===== config.mk =====
export PLATFORM = sky130hd
export DESIGN_NAME = rpn_expression_evaluator
export DESIGN_NICKNAME = d
export VERILOG_FILES = /design/src/rtl/core/rpn_pkg.sv /design/src/rtl/core/rpn_ram.sv /design/src/rtl/core/rpn_div.sv /design/src/rtl/core/rpn_fmt.sv /design/src/rtl/core/rpn_expression_evaluator.sv
export SDC_FILE = /design/constraint.sdc
export NUM_CORES = 2
export LEC_CHECK = 0
export BUFFER_PORTS_ARGS = -buffer_cell sky130_fd_sc_hd__clkbuf_2
export CORE_MARGIN = 2
export CORE_UTILIZATION = 45
export CTS_CLUSTER_SIZE = 28
export DETAILED_ROUTE_END_ITERATION = 6
export GPL_TIMING_DRIVEN = 0
export SLEW_MARGIN = 10
export SYNTH_ARGS = -nofsm -noshare
export SYNTH_HDL_FRONTEND = slang
export SYNTH_SLANG_ARGS = --single-unit
export TNS_END_PERCENT = 100

===== constraint.sdc =====
create_clock -name clk -period 9.95 [get_ports clk]
set_input_delay 1.4925 -clock clk [delete_from_list [all_inputs] [get_ports clk]]
set_output_delay 1.4925 -clock clk [all_outputs]
set_load 0.02 [all_outputs]

===== src/rtl/core/rpn_pkg.sv =====
// ----------------------------------------------------------------------------
// rpn_pkg
// Shared types, character codes and status codes for the RPN evaluator.
// ----------------------------------------------------------------------------
package rpn_pkg;

	localparam int DATA_W = 32;
	localparam int CHAR_W = 8;

	// ASCII codes of the accepted tokens
	localparam logic [CHAR_W-1:0] CH_PLUS  = 8'd43;
	localparam logic [CHAR_W-1:0] CH_MINUS = 8'd45;
	localparam logic [CHAR_W-1:0] CH_STAR  = 8'd42;
	localparam logic [CHAR_W-1:0] CH_SLASH = 8'd47;
	localparam logic [CHAR_W-1:0] CH_ZERO  = 8'd48;
	localparam logic [CHAR_W-1:0] CH_NINE  = 8'd57;
	localparam logic [CHAR_W-1:0] CH_SPACE = 8'd32;

	// result status codes
	typedef enum logic [2:0] {
		ST_OK            = 3'd0,
		ST_BADCHAR       = 3'd1,
		ST_UNSEP         = 3'd2,
		ST_BADAFTERSPACE = 3'd3,
		ST_UNDERFLOW     = 3'd4,
		ST_DIVZERO       = 3'd5,
		ST_COUNT         = 3'd6,
		ST_OVERFLOW      = 3'd7
	} status_t;

	// class of the previous character
	typedef enum logic [1:0] {
		CLS_START = 2'd0,
		CLS_TOKEN = 2'd1,
		CLS_SPACE = 2'd2,
		CLS_OTHER = 2'd3
	} cls_t;

	// control from the sequencer to the format checker
	typedef struct packed {
		logic              step;
		logic              clear;
		logic [CHAR_W-1:0] character;
	} fmt_ctl_t;

	function automatic logic is_digit(logic [CHAR_W-1:0] c);
		return (c >= CH_ZERO) && (c <= CH_NINE);
	endfunction

	function automatic logic is_op(logic [CHAR_W-1:0] c);
		return (c == CH_PLUS) || (c == CH_MINUS) || (c == CH_STAR) || (c == CH_SLASH);
	endfunction

endpackage


===== src/rtl/core/rpn_ram.sv =====
// ----------------------------------------------------------------------------
// rpn_ram
// Generic single-write, single-read RAM with a registered read port.
// ----------------------------------------------------------------------------
module rpn_ram #(
	parameter int WIDTH = 32,
	parameter int DEPTH = 16
) (
	input  logic                     clk,
	input  logic                     we,
	input  logic [$clog2(DEPTH)-1:0] waddr,
	input  logic [WIDTH-1:0]         wdata,
	input  logic [$clog2(DEPTH)-1:0] raddr,
	output logic [WIDTH-1:0]         rdata
);

	logic [WIDTH-1:0] mem [DEPTH];

	// write and registered read
	always_ff @(posedge clk) begin
		if (we) begin
			mem[waddr] <= wdata;
		end
		rdata <= mem[raddr];
	end

endmodule


===== src/rtl/core/rpn_div.sv =====
// ----------------------------------------------------------------------------
// rpn_div
// Restoring signed divider, one quotient bit per cycle, truncating to zero.
// ----------------------------------------------------------------------------
module rpn_div (
	input  logic                      clk,
	input  logic                      arst_n,
	input  logic                      start,
	input  logic [rpn_pkg::DATA_W-1:0] dividend,
	input  logic [rpn_pkg::DATA_W-1:0] divisor,
	output logic                      done,
	output logic [rpn_pkg::DATA_W-1:0] quotient
);

	localparam int W  = rpn_pkg::DATA_W;
	localparam int CW = $clog2(W);

	logic          busy_q;
	logic          done_q;
	logic [CW-1:0] cnt_q;
	logic [W-1:0]  rem_q;
	logic [W-1:0]  quo_q;
	logic [W-1:0]  mb_q;
	logic          neg_q;

	logic [W-1:0]  mag_a;
	logic [W-1:0]  mag_b;
	logic [W:0]    shifted;
	logic [W:0]    diff;

	// magnitudes of the operands
	assign mag_a = dividend[W-1] ? (W'(0) - dividend) : dividend;
	assign mag_b = divisor[W-1]  ? (W'(0) - divisor)  : divisor;

	// trial subtraction of one step
	assign shifted = {rem_q, quo_q[W-1]};
	assign diff    = shifted - {1'b0, mb_q};

	// iterate over the quotient bits
	always_ff @(posedge clk or negedge arst_n) begin
		if (!arst_n) begin
			busy_q <= 1'b0;
			done_q <= 1'b0;
			cnt_q  <= '0;
			rem_q  <= '0;
			quo_q  <= '0;
			mb_q   <= '0;
			neg_q  <= 1'b0;
		end else begin
			done_q <= !start && busy_q && (cnt_q == CW'(W - 1));
			if (start) begin
				busy_q <= 1'b1;
				cnt_q  <= '0;
				rem_q  <= '0;
				quo_q  <= mag_a;
				mb_q   <= mag_b;
				neg_q  <= dividend[W-1] ^ divisor[W-1];
			end else if (busy_q) begin
				if (!diff[W]) begin
					rem_q <= diff[W-1:0];
				end else begin
					rem_q <= shifted[W-1:0];
				end
				quo_q <= {quo_q[W-2:0], ~diff[W]};
				cnt_q <= cnt_q + CW'(1);
				if (cnt_q == CW'(W - 1)) begin
					busy_q <= 1'b0;
				end
			end
		end
	end

	// apply the sign of the quotient
	assign done     = done_q;
	assign quotient = neg_q ? (W'(0) - quo_q) : quo_q;

endmodule


===== src/rtl/core/rpn_fmt.sv =====
// ----------------------------------------------------------------------------
// rpn_fmt
// Token and separator check on each pair of adjacent characters.
// ----------------------------------------------------------------------------
module rpn_fmt (
	input  logic              clk,
	input  logic              arst_n,
	input  rpn_pkg::fmt_ctl_t ctl,
	output logic [1:0]        err
);

	rpn_pkg::cls_t prev_q;
	logic [1:0]    err_q;
	rpn_pkg::cls_t cls;
	logic          tok;

	// classify the incoming character
	always_comb begin
		tok = rpn_pkg::is_digit(ctl.character) || rpn_pkg::is_op(ctl.character);
		if (tok) begin
			cls = rpn_pkg::CLS_TOKEN;
		end else if (ctl.character == rpn_pkg::CH_SPACE) begin
			cls = rpn_pkg::CLS_SPACE;
		end else begin
			cls = rpn_pkg::CLS_OTHER;
		end
	end

	// keep the first format error and the class of the last character
	always_ff @(posedge clk or negedge arst_n) begin
		if (!arst_n) begin
			prev_q <= rpn_pkg::CLS_START;
			err_q  <= '0;
		end else if (ctl.clear) begin
			prev_q <= rpn_pkg::CLS_START;
			err_q  <= '0;
		end else if (ctl.step) begin
			if (err_q == 2'(rpn_pkg::ST_OK)) begin
				if (prev_q == rpn_pkg::CLS_TOKEN && ctl.character != rpn_pkg::CH_SPACE) begin
					err_q <= 2'(rpn_pkg::ST_UNSEP);
				end else if (prev_q == rpn_pkg::CLS_SPACE && !tok) begin
					err_q <= 2'(rpn_pkg::ST_BADAFTERSPACE);
				end else if (cls == rpn_pkg::CLS_OTHER) begin
					err_q <= 2'(rpn_pkg::ST_BADCHAR);
				end
			end
			prev_q <= cls;
		end
	end

	assign err = err_q;

endmodule


===== src/rtl/core/rpn_expression_evaluator.sv =====
// ----------------------------------------------------------------------------
// rpn_expression_evaluator
// Reverse Polish evaluator over a stream of ASCII characters; the stack sits
// in a RAM with the top entry held in a register.
// ----------------------------------------------------------------------------
// Digits, spaces and other characters are handled in the idle state; + - *
// pass through the read state (one RAM read of the second entry); / also
// waits in the divide state for the bit-serial divider. The end item
// loads the result register, or first waits until a pending result is taken.
// Reset clears the stack count, error flags and handshakes; the stack RAM
// is not cleared, as only written entries are ever read.
module rpn_expression_evaluator #(
	parameter int STACK_DEPTH = 16
) (
	input  logic        clk,
	input  logic        arst_n,
	// s_tdata: [7:0] character
	input  logic [7:0]  s_tdata,
	// s_tlast: end_marker
	input  logic        s_tlast,
	input  logic        s_tvalid,
	output logic        s_tready,
	// m_tdata: [31:0] value
	output logic [31:0] m_tdata,
	// m_tuser: [2:0] status
	output logic [2:0]  m_tuser,
	output logic        m_tvalid,
	input  logic        m_tready
);

	localparam int W  = rpn_pkg::DATA_W;
	localparam int AW = $clog2(STACK_DEPTH);
	localparam int CW = $clog2(STACK_DEPTH + 1);

	typedef enum logic [1:0] {
		S_IDLE,
		S_READ,
		S_DIV,
		S_FLUSH
	} state_t;

	typedef enum logic [1:0] {
		OP_ADD,
		OP_SUB,
		OP_MUL,
		OP_DIV
	} op_t;

	state_t           state_q;
	op_t              op_q;
	logic [CW-1:0]    count_q;
	logic [W-1:0]     top_q;
	rpn_pkg::status_t eval_err_q;
	logic             out_valid_q;
	logic [W-1:0]     out_value_q;
	rpn_pkg::status_t out_status_q;

	logic             accept;
	logic             out_free;
	logic             load_out;
	logic [CW-1:0]    cnt_m1;
	logic [CW-1:0]    cnt_m2;
	logic             ram_we;
	logic [W-1:0]     ram_rdata;
	logic [W-1:0]     alu_res;
	logic             div_start;
	logic             div_done;
	logic [W-1:0]     div_quo;
	logic [1:0]       fmt_err;
	rpn_pkg::fmt_ctl_t fmt_ctl;
	rpn_pkg::status_t fin_status;
	logic [7:0]       digit;
	op_t              op_code;

	assign accept   = s_tvalid && s_tready;
	assign s_tready = (state_q == S_IDLE);
	assign out_free = !out_valid_q || m_tready;
	assign load_out = ((state_q == S_IDLE) && accept && s_tlast && out_free)
	               || ((state_q == S_FLUSH) && out_free);
	assign cnt_m1   = count_q - CW'(1);
	assign cnt_m2   = count_q - CW'(2);
	assign digit    = s_tdata - rpn_pkg::CH_ZERO;

	// push writes the old top below the new one
	assign ram_we = accept && !s_tlast && (eval_err_q == rpn_pkg::ST_OK)
	             && rpn_pkg::is_digit(s_tdata) && (count_q < CW'(STACK_DEPTH))
	             && (count_q != '0);

	rpn_ram #(
		.WIDTH(W),
		.DEPTH(STACK_DEPTH)
	) u_stack (
		.clk  (clk),
		.we   (ram_we),
		.waddr(cnt_m1[AW-1:0]),
		.wdata(top_q),
		.raddr(cnt_m2[AW-1:0]),
		.rdata(ram_rdata)
	);

	// format checker steps on every character and clears with the result
	assign fmt_ctl.step      = accept && !s_tlast;
	assign fmt_ctl.clear     = load_out;
	assign fmt_ctl.character = s_tdata;

	rpn_fmt u_fmt (
		.clk   (clk),
		.arst_n(arst_n),
		.ctl   (fmt_ctl),
		.err   (fmt_err)
	);

	assign div_start = (state_q == S_READ) && (op_q == OP_DIV);

	rpn_div u_div (
		.clk     (clk),
		.arst_n  (arst_n),
		.start   (div_start),
		.dividend(ram_rdata),
		.divisor (top_q),
		.done    (div_done),
		.quotient(div_quo)
	);

	// decode the operator character
	always_comb begin
		unique case (s_tdata)
			rpn_pkg::CH_PLUS:  op_code = OP_ADD;
			rpn_pkg::CH_MINUS: op_code = OP_SUB;
			rpn_pkg::CH_STAR:  op_code = OP_MUL;
			default:           op_code = OP_DIV;
		endcase
	end

	// combine the second entry with the top
	always_comb begin
		case (op_q)
			OP_ADD:  alu_res = ram_rdata + top_q;
			OP_SUB:  alu_res = ram_rdata - top_q;
			default: alu_res = ram_rdata * top_q;
		endcase
	end

	// final status, format errors first
	always_comb begin
		if (fmt_err != 2'd0) begin
			fin_status = rpn_pkg::status_t'({1'b0, fmt_err});
		end else if (eval_err_q != rpn_pkg::ST_OK) begin
			fin_status = eval_err_q;
		end else if (count_q != CW'(1)) begin
			fin_status = rpn_pkg::ST_COUNT;
		end else begin
			fin_status = rpn_pkg::ST_OK;
		end
	end

	// sequencer, stack top and result register
	always_ff @(posedge clk or negedge arst_n) begin
		if (!arst_n) begin
			state_q      <= S_IDLE;
			op_q         <= OP_ADD;
			count_q      <= '0;
			top_q        <= '0;
			eval_err_q   <= rpn_pkg::ST_OK;
			out_valid_q  <= 1'b0;
			out_value_q  <= '0;
			out_status_q <= rpn_pkg::ST_OK;
		end else begin
			if (load_out) begin
				out_valid_q  <= 1'b1;
				out_status_q <= fin_status;
				out_value_q  <= (fin_status == rpn_pkg::ST_OK) ? top_q : '0;
				count_q      <= '0;
				eval_err_q   <= rpn_pkg::ST_OK;
			end else if (m_tready) begin
				out_valid_q <= 1'b0;
			end
			unique case (state_q)
				S_IDLE: begin
					if (accept && s_tlast && !out_free) begin
						state_q <= S_FLUSH;
					end else if (accept && !s_tlast && eval_err_q == rpn_pkg::ST_OK) begin
						if (rpn_pkg::is_digit(s_tdata)) begin
							if (count_q >= CW'(STACK_DEPTH)) begin
								eval_err_q <= rpn_pkg::ST_OVERFLOW;
							end else begin
								top_q   <= {{(W-8){1'b0}}, digit};
								count_q <= count_q + CW'(1);
							end
						end else if (rpn_pkg::is_op(s_tdata)) begin
							if (count_q < CW'(2)) begin
								eval_err_q <= rpn_pkg::ST_UNDERFLOW;
							end else if (s_tdata == rpn_pkg::CH_SLASH && top_q == '0) begin
								eval_err_q <= rpn_pkg::ST_DIVZERO;
							end else begin
								op_q    <= op_code;
								state_q <= S_READ;
							end
						end
					end
				end
				S_READ: begin
					if (op_q == OP_DIV) begin
						state_q <= S_DIV;
					end else begin
						top_q   <= alu_res;
						count_q <= cnt_m1;
						state_q <= S_IDLE;
					end
				end
				S_DIV: begin
					if (div_done) begin
						top_q   <= div_quo;
						count_q <= cnt_m1;
						state_q <= S_IDLE;
					end
				end
				S_FLUSH: begin
					if (out_free) begin
						state_q <= S_IDLE;
					end
				end
				default: state_q <= S_IDLE;
			endcase
		end
	end

	assign m_tvalid = out_valid_q;
	assign m_tdata  = out_value_q;
	assign m_tuser  = out_status_q;

endmodule


## Word level (Yosys, flattened, before mapping)

Memory sizes are Yosys's and may differ from the RTL's. A register that Yosys moved wholly into a read port is not among the register bits.
Cells that the tools add are included.

- Register bits: 188
- RAM bits: 512
- Bits of input ports: 13
- Output and inout port bits: 37
- Word-level logic and storage cells: 185
- Memories: 1

- Add/subtract/negate cells: 11
- Multipliers: 1
- Magnitude comparators: 5
- Equality and inequality tests: 28
- Multiplexer cells: 67
- Bitwise gates (word level): 6
- Reduce and logical (&&, ||, !) cells: 49

Memories:

| name | words | width | rd ports | clocked after memory_dff | write ports | RTL line | source |
|---|---|---|---|---|---|---|---|
| u_stack.mem | 16 | 32 | 1 | 1 | 1 | rpn_ram.sv:17 | `logic [WIDTH-1:0] mem [DEPTH];` |

Operators with widths:

| cell | number |
|---|---|
| 32-bit 2-to-1 mux | 15 |
| 32-bit case mux with 3 select lines | 1 |
| 1-bit by 32-bit subtractor with 32-bit output (first input constant) | 3 |
| 32-bit case mux with 2 select lines | 1 |
| 5-bit 2-to-1 mux | 9 |
| 8-bit by 6-bit == test with 1-bit output (second input constant) | 5 |
| 2-bit 2-to-1 mux | 18 |
| 3-bit 2-to-1 mux | 12 |
| 33-bit by 32-bit subtractor with 33-bit output | 1 |
| 32-bit adder | 1 |
| 32-bit logical NOT | 1 |
| 32-bit by 32-bit multiplier with 32-bit output | 1 |
| 32-bit subtractor | 1 |
| 7-bit AND reduction | 3 |
| 1-bit logical AND | 19 |
| 5-bit case mux with 3 select lines | 1 |
| 5-bit by 1-bit adder with 5-bit output (second input constant) | 2 |
| 2-bit == test (second input constant) | 5 |
| 2-bit nonzero test | 5 |
| 8-bit by 6-bit >= comparator with 1-bit output (second input constant) | 1 |
| 8-bit by 6-bit <= comparator with 1-bit output (second input constant) | 1 |
| 1-bit 2-to-1 mux | 8 |
| 2-bit inequality test (second input constant) | 4 |
| 8-bit by 6-bit inequality test with 1-bit output (second input constant) | 1 |
| 25 further kinds | 48 |

## Depth between registers and ports, before layout

- Word-level depth: 14
- Gate-level depth with buffers: 28

## By module

A second synthesis with hierarchy kept.

- Cell total of the unflattened synthesis: 4338
- Area, all modules: 50238.2 µm²

By module, submodules not included:

| module | times used | cells an instance | area each (µm²) |
|---|---|---|---|
| rpn_expression_evaluator | 1 | 2474 | 21958.6 |
| rpn_ram | 1 | 838 | 19835.3 |
| rpn_div | 1 | 994 | 8144.1 |
| rpn_fmt | 1 | 32 | 300.3 |

## Worst setup path after synthesis

OpenSTA, ideal clock, no wires.

- Path kind: reg-to-reg
- From: reg top_q[7]
- To: reg top_q[31]
- Library setup time: 139 ps
- Data arrival time: 7228 ps
- Required time: 9811 ps
- Path slack: 2582 ps
- Cell stages (with the launch flop): 27
- Period minus slack after synthesis: 7368 ps
- Cell sequence: dfrtp_1 -> clkbuf_1 -> clkbuf_1 -> and2_1 -> fa_1 -> fa_1 -> fa_1 -> inv_1 -> fa_1 -> inv_1 -> fa_1 -> inv_1 -> fa_1 -> inv_1 -> fa_1 -> fa_1 -> ha_1 -> a21oi_1 -> o21ai_0 -> a211o_1 -> a21o_1 -> a21oi_1 -> o31ai_1 -> a221oi_1 -> o21ai_0 -> xnor2_1 -> o221ai_1

- Cells in the longest elaborated chain, start to end: 4
- Elaborated cells between the ends (all ways): 6
- Classes of those cells: 2 x add/sub; 1 x mul; 3 x mux

RTL lines:

| item | RTL line | source |
|---|---|---|
| start, declared | rpn_expression_evaluator.sv:52 | `logic [W-1:0] top_q;` |
| start signal, assigned | rpn_expression_evaluator.sv:187 | `top_q <= {{(W-8){1'b0}}, digit};` |
| start signal, assigned | rpn_expression_evaluator.sv:206 | `top_q <= alu_res;` |
| start signal, assigned | rpn_expression_evaluator.sv:213 | `top_q <= div_quo;` |
| 32-bit by 32-bit multiplier with 32-bit output, or another cell as far along | rpn_expression_evaluator.sv:140 | `default: alu_res = ram_rdata * top_q;` |
| 32-bit case mux with 2 select lines (*) | rpn_expression_evaluator.sv:137 | `case (op_q)` |
| 32-bit 2-to-1 mux (*) | rpn_expression_evaluator.sv:203 | `if (op_q == OP_DIV) begin` |
| 32-bit case mux with 3 select lines (*) | rpn_expression_evaluator.sv:178 | `unique case (state_q)` |

Mark *: on every way between the ends. The rest lies on a longest branch, timed or not. The select of a mux whose other input is x is not followed.
A chain may end at the register's enable or synchronous reset.

## Final worst setup path

- From: reg u_stack.rdata[8], read port of u_stack.mem
- To: reg top_q[31]

- Cells in the longest elaborated chain, start to end: 4
- Elaborated cells between the ends (all ways): 6
- Classes of those cells: 2 x add/sub; 1 x mul; 3 x mux

RTL lines:

| item | RTL line | source |
|---|---|---|
| start, declared | rpn_ram.sv:14 | `output logic [WIDTH-1:0] rdata` |
| 32-bit by 32-bit multiplier with 32-bit output, or another cell as far along | rpn_expression_evaluator.sv:140 |  |
| 32-bit case mux with 2 select lines (*) | rpn_expression_evaluator.sv:137 |  |
| 32-bit 2-to-1 mux (*) | rpn_expression_evaluator.sv:203 |  |
| 32-bit case mux with 3 select lines (*) | rpn_expression_evaluator.sv:178 |  |

Marked as above.

==> impl_metrics.yaml <==
power:
  power_frac_seq: 0.503
  p_per_area_mw_per_mm2: 116.9
  ir_drop_mv: 0.1554
  p_clk_frac: 0.456
  p_total_mw: 6.450
  p_comb_frac: 0.041
  p_leak_nw: 23.17
  p_sw_mw: 1.449
  intPower_mw: 5.001
  netSwitchingFraction: 0.2246
floorplan:
  start_util: 0.4530
  design.core.area_mm2: 0.1104
  io_pins: 50
  die_x_um: 337.3
  die_area_mm2: 0.1138
  dieHeight_um: 337.3
  rows: 122
flow_run:
  maxCapViolations: 0
detailed_routing:
  drt_iter0_markers: 3808
  m1WireLength_mm: 66.52
  dr.pass1.iters: 7
  wl_met3_mm: 14.31
  wirelength_mm: 161.2
  drc_errors: 4
  met2_wirelength_mm: 73.23
  postRouteAntennaNets: 0
  vias: 34220
  viasPerCell: 5.809
  avgRoutedWirePerCell_um: 27.37
  top_layer: "met5"
final_layout:
  nets: 4973
  area_growth_pct: 10.35
  stdcell_count: 5891
  fin_util: 0.4999
  fin_area_mm2: 0.05517
  drive_gt1_frac: 0.09518
global_routing:
  grt_pass1_wl_mm: 236.9
  grt_overflow: 0
  track_usage: 0.2895
  grt_antenna_before_repair: 10
  grt_max_degree: 67
  grt_pass1_vias: 34920
synthesis:
  yosysWarnings: 0
  synth_top_cell_by_area: "edfxtp_1"
  synth_ff_type: "edfxtp_1"
  synth-seq-cells: 732
  netlist_top_cells_count: "512 x edfxtp_1, 446 x inv_1, 435 x nand2_1"
  yosysMostFrequentCell: "edfxtp_1"
  syn-cell-area_mm2: 0.04999
  netlist_instances: 4192
  ys_async_sr_fraction: 0.2568
  synth_top_cell_area_share: 0.3075
  synthTopCellsByArea: "edfxtp_1 31%, fa_1 16%, dfrtp_1 9.4%"
  synth_cell_type_count: 91
  synth_area_per_cell_um2: 11.93
  synth_nets: 4824
  synth_edf_count: 512
  ys_seq_area_frac: 0.4145
clocking:
  clk_pin_slew_ps: 70
  cts_max_level: 3
  clk_path_buf_depth: 3
  clock-sinks: 732
  cts_root_buf: "clkbuf_16"
  clk_latency_ps: 660
  tritoncts: "built"
  numCtsBuffers: 76
setup_path:
  worstPathMaxFanout: 10
  worstReg2RegEnd: "top_q[31]"
  slowest_delay_ps: 930
  required_ps: 10420
  path_buf_inv: 7
  worst_path_most_repeated_cell: "fa_1"
  cp.depth: 27
  rrSetupSlack_ps: 150
  regToRegStartpoint: "u_stack.rdata[8]"
  start_kind: "register"
  crit_start: "u_stack.rdata[8]"
  worstSetupPathType: "reg -> reg"
  crit_path_end_kind: "register"
  worstRegToRegCells: 27
  cp-endpoint: "top_q[31]"
  cp.arrival_ps: 10280
  critical-path-top-delay-family: "adder cells"
  slowest_stage: "clkbuf_1"
run_status:
  status: "finished, violations left"
  violations: "design-rule violations"
sta:
  setup_slack_ps: 147.2
  max_freq_mhz: 102.0
  finClkSkew_ps: 43.19
  tns_ps: 0
  period_needed_ps: 9803
  slew_violations: 0
  tightest_slew_ps: 1343
  holdWs_ps: 478.3
  finalSetupViolations: 0
  rsz0062_at_grt: "no"
  relSlewSlack: 0.1046
  period_share: 0.9852
  hold_viol: 0
placement:
  preCtsSetupSlack_ps: 96.88
  placedCellCount: 5751
  io_buffers: 49
  gp_congestion: 1.014
  hpwlAfterDp_mm: 118.0
  dpl_cell_area_mm2: 0.05257
worst_hold_path:
  hp-class: "reg -> reg"
## cells in the final DEF, fill, tap and decap left out, types with 26 or more instances in the layout
master / n
fa_1: 410
mux2i_1: 61
xor2_1: 95
edfxtp_1: 512
dfxtp_1: 32
a22o_1: 35
ha_1: 209
nand2_1: 435
o21ai_0: 195
mux4_2: 160
a21oi_1: 115
xnor2_1: 167
a21o_1: 42
dfrtp_1: 187
inv_1: 446
and2_1: 312
clkbuf_16: 79
clkbuf_2: 54
o31ai_1: 42
nor2_1: 94
nor3_1: 26
clkbuf_1: 220
## metal layers
layer / track usage / vias up
met1: 0.3997 / 17550
met3: 0.05598 / 329
met2: 0.4520 / 1627
li1: - / 14710
met5: 0.005532 / -
met4: 0.1133 / 4
## worst min-delay path, delay by kind of cell (launching register included)
family / cells / cell delay, ps
AO/OA/AOI/OAI: 1 / 60
flip-flops: 1 / 340
AND/OR/NAND/NOR: 1 / 40
## how the worst min path moves through the flow
| stage | startpoint | endpoint | cells after the start |
|---|---|---|---|
| 4_1_cts | u_div.mb_q[28] | u_div.mb_q[28] | 2 |
| 5_1_grt | u_div.mb_q[10] | u_div.mb_q[10] | 2 |
| 3_3_place_gp | u_div.mb_q[23] | u_div.mb_q[23] | 2 |
| 2_1_floorplan | u_div.mb_q[10] | u_div.mb_q[10] | 2 |
| 6_report | u_div.mb_q[7] | u_div.mb_q[7] | 2 |
| 3_5_place_dp | u_div.mb_q[28] | u_div.mb_q[28] | 2 |
## cells by family after synthesis
group           share of synthesized area
compound gates                    0.07941
xor+xnor                          0.04623
fa+ha+maj                          0.2167
buf+inv                           0.05316
flops                              0.4145
mux                               0.08474
simple gates                       0.1053
## state kept, by name (all words and copies together), names as in the netlist, 2 cells and up
signal and count:
count_q 5, eval_err_q 3, m_tdata 32, m_tuser 3, op_q 2, state_q 2, top_q 32, u_div.cnt_q 5
u_div.mb_q 32, u_div.quo_q 32, u_div.rem_q 32, u_fmt.err 2, u_fmt.prev_q 2, u_stack.mem 512, u_stack.rdata 32
## layout make-up
type / count / area [µm²]
multi-input combinational: 2759 / 26640
inverter: 446 / 1674
buffer: 255 / 1003
antenna: 1 / 2.502
tap: 1488 / 1862
clock inverter: 42 / 474.2
fill: 9792 / 55200
clock buffer: 97 / 2098
sequential: 732 / 20720
timing repair buffer: 71 / 688.2
## power by group through the flow
| stage | combinational, mW | clock, mW | sequential, mW |
|---|---|---|---|
| after floorplan | 0.156 | 0 | 3.30 |
| after global placement | 0.249 | 0 | 3.31 |
| after detailed placement | 0.254 | 0 | 3.31 |
| after CTS | 0.257 | 2.97 | 3.24 |
| after global routing | 0.285 | 3.11 | 3.24 |
| final | 0.263 | 2.94 | 3.24 |
## timing repair
action | in CTS | in global routing
setup buffers | 0 | 0
gates resized for setup | 0 | 20
hold buffers | 0 | 0
setup endpoints to repair | 0 | 5
Power figures use the tool's default switching activity.
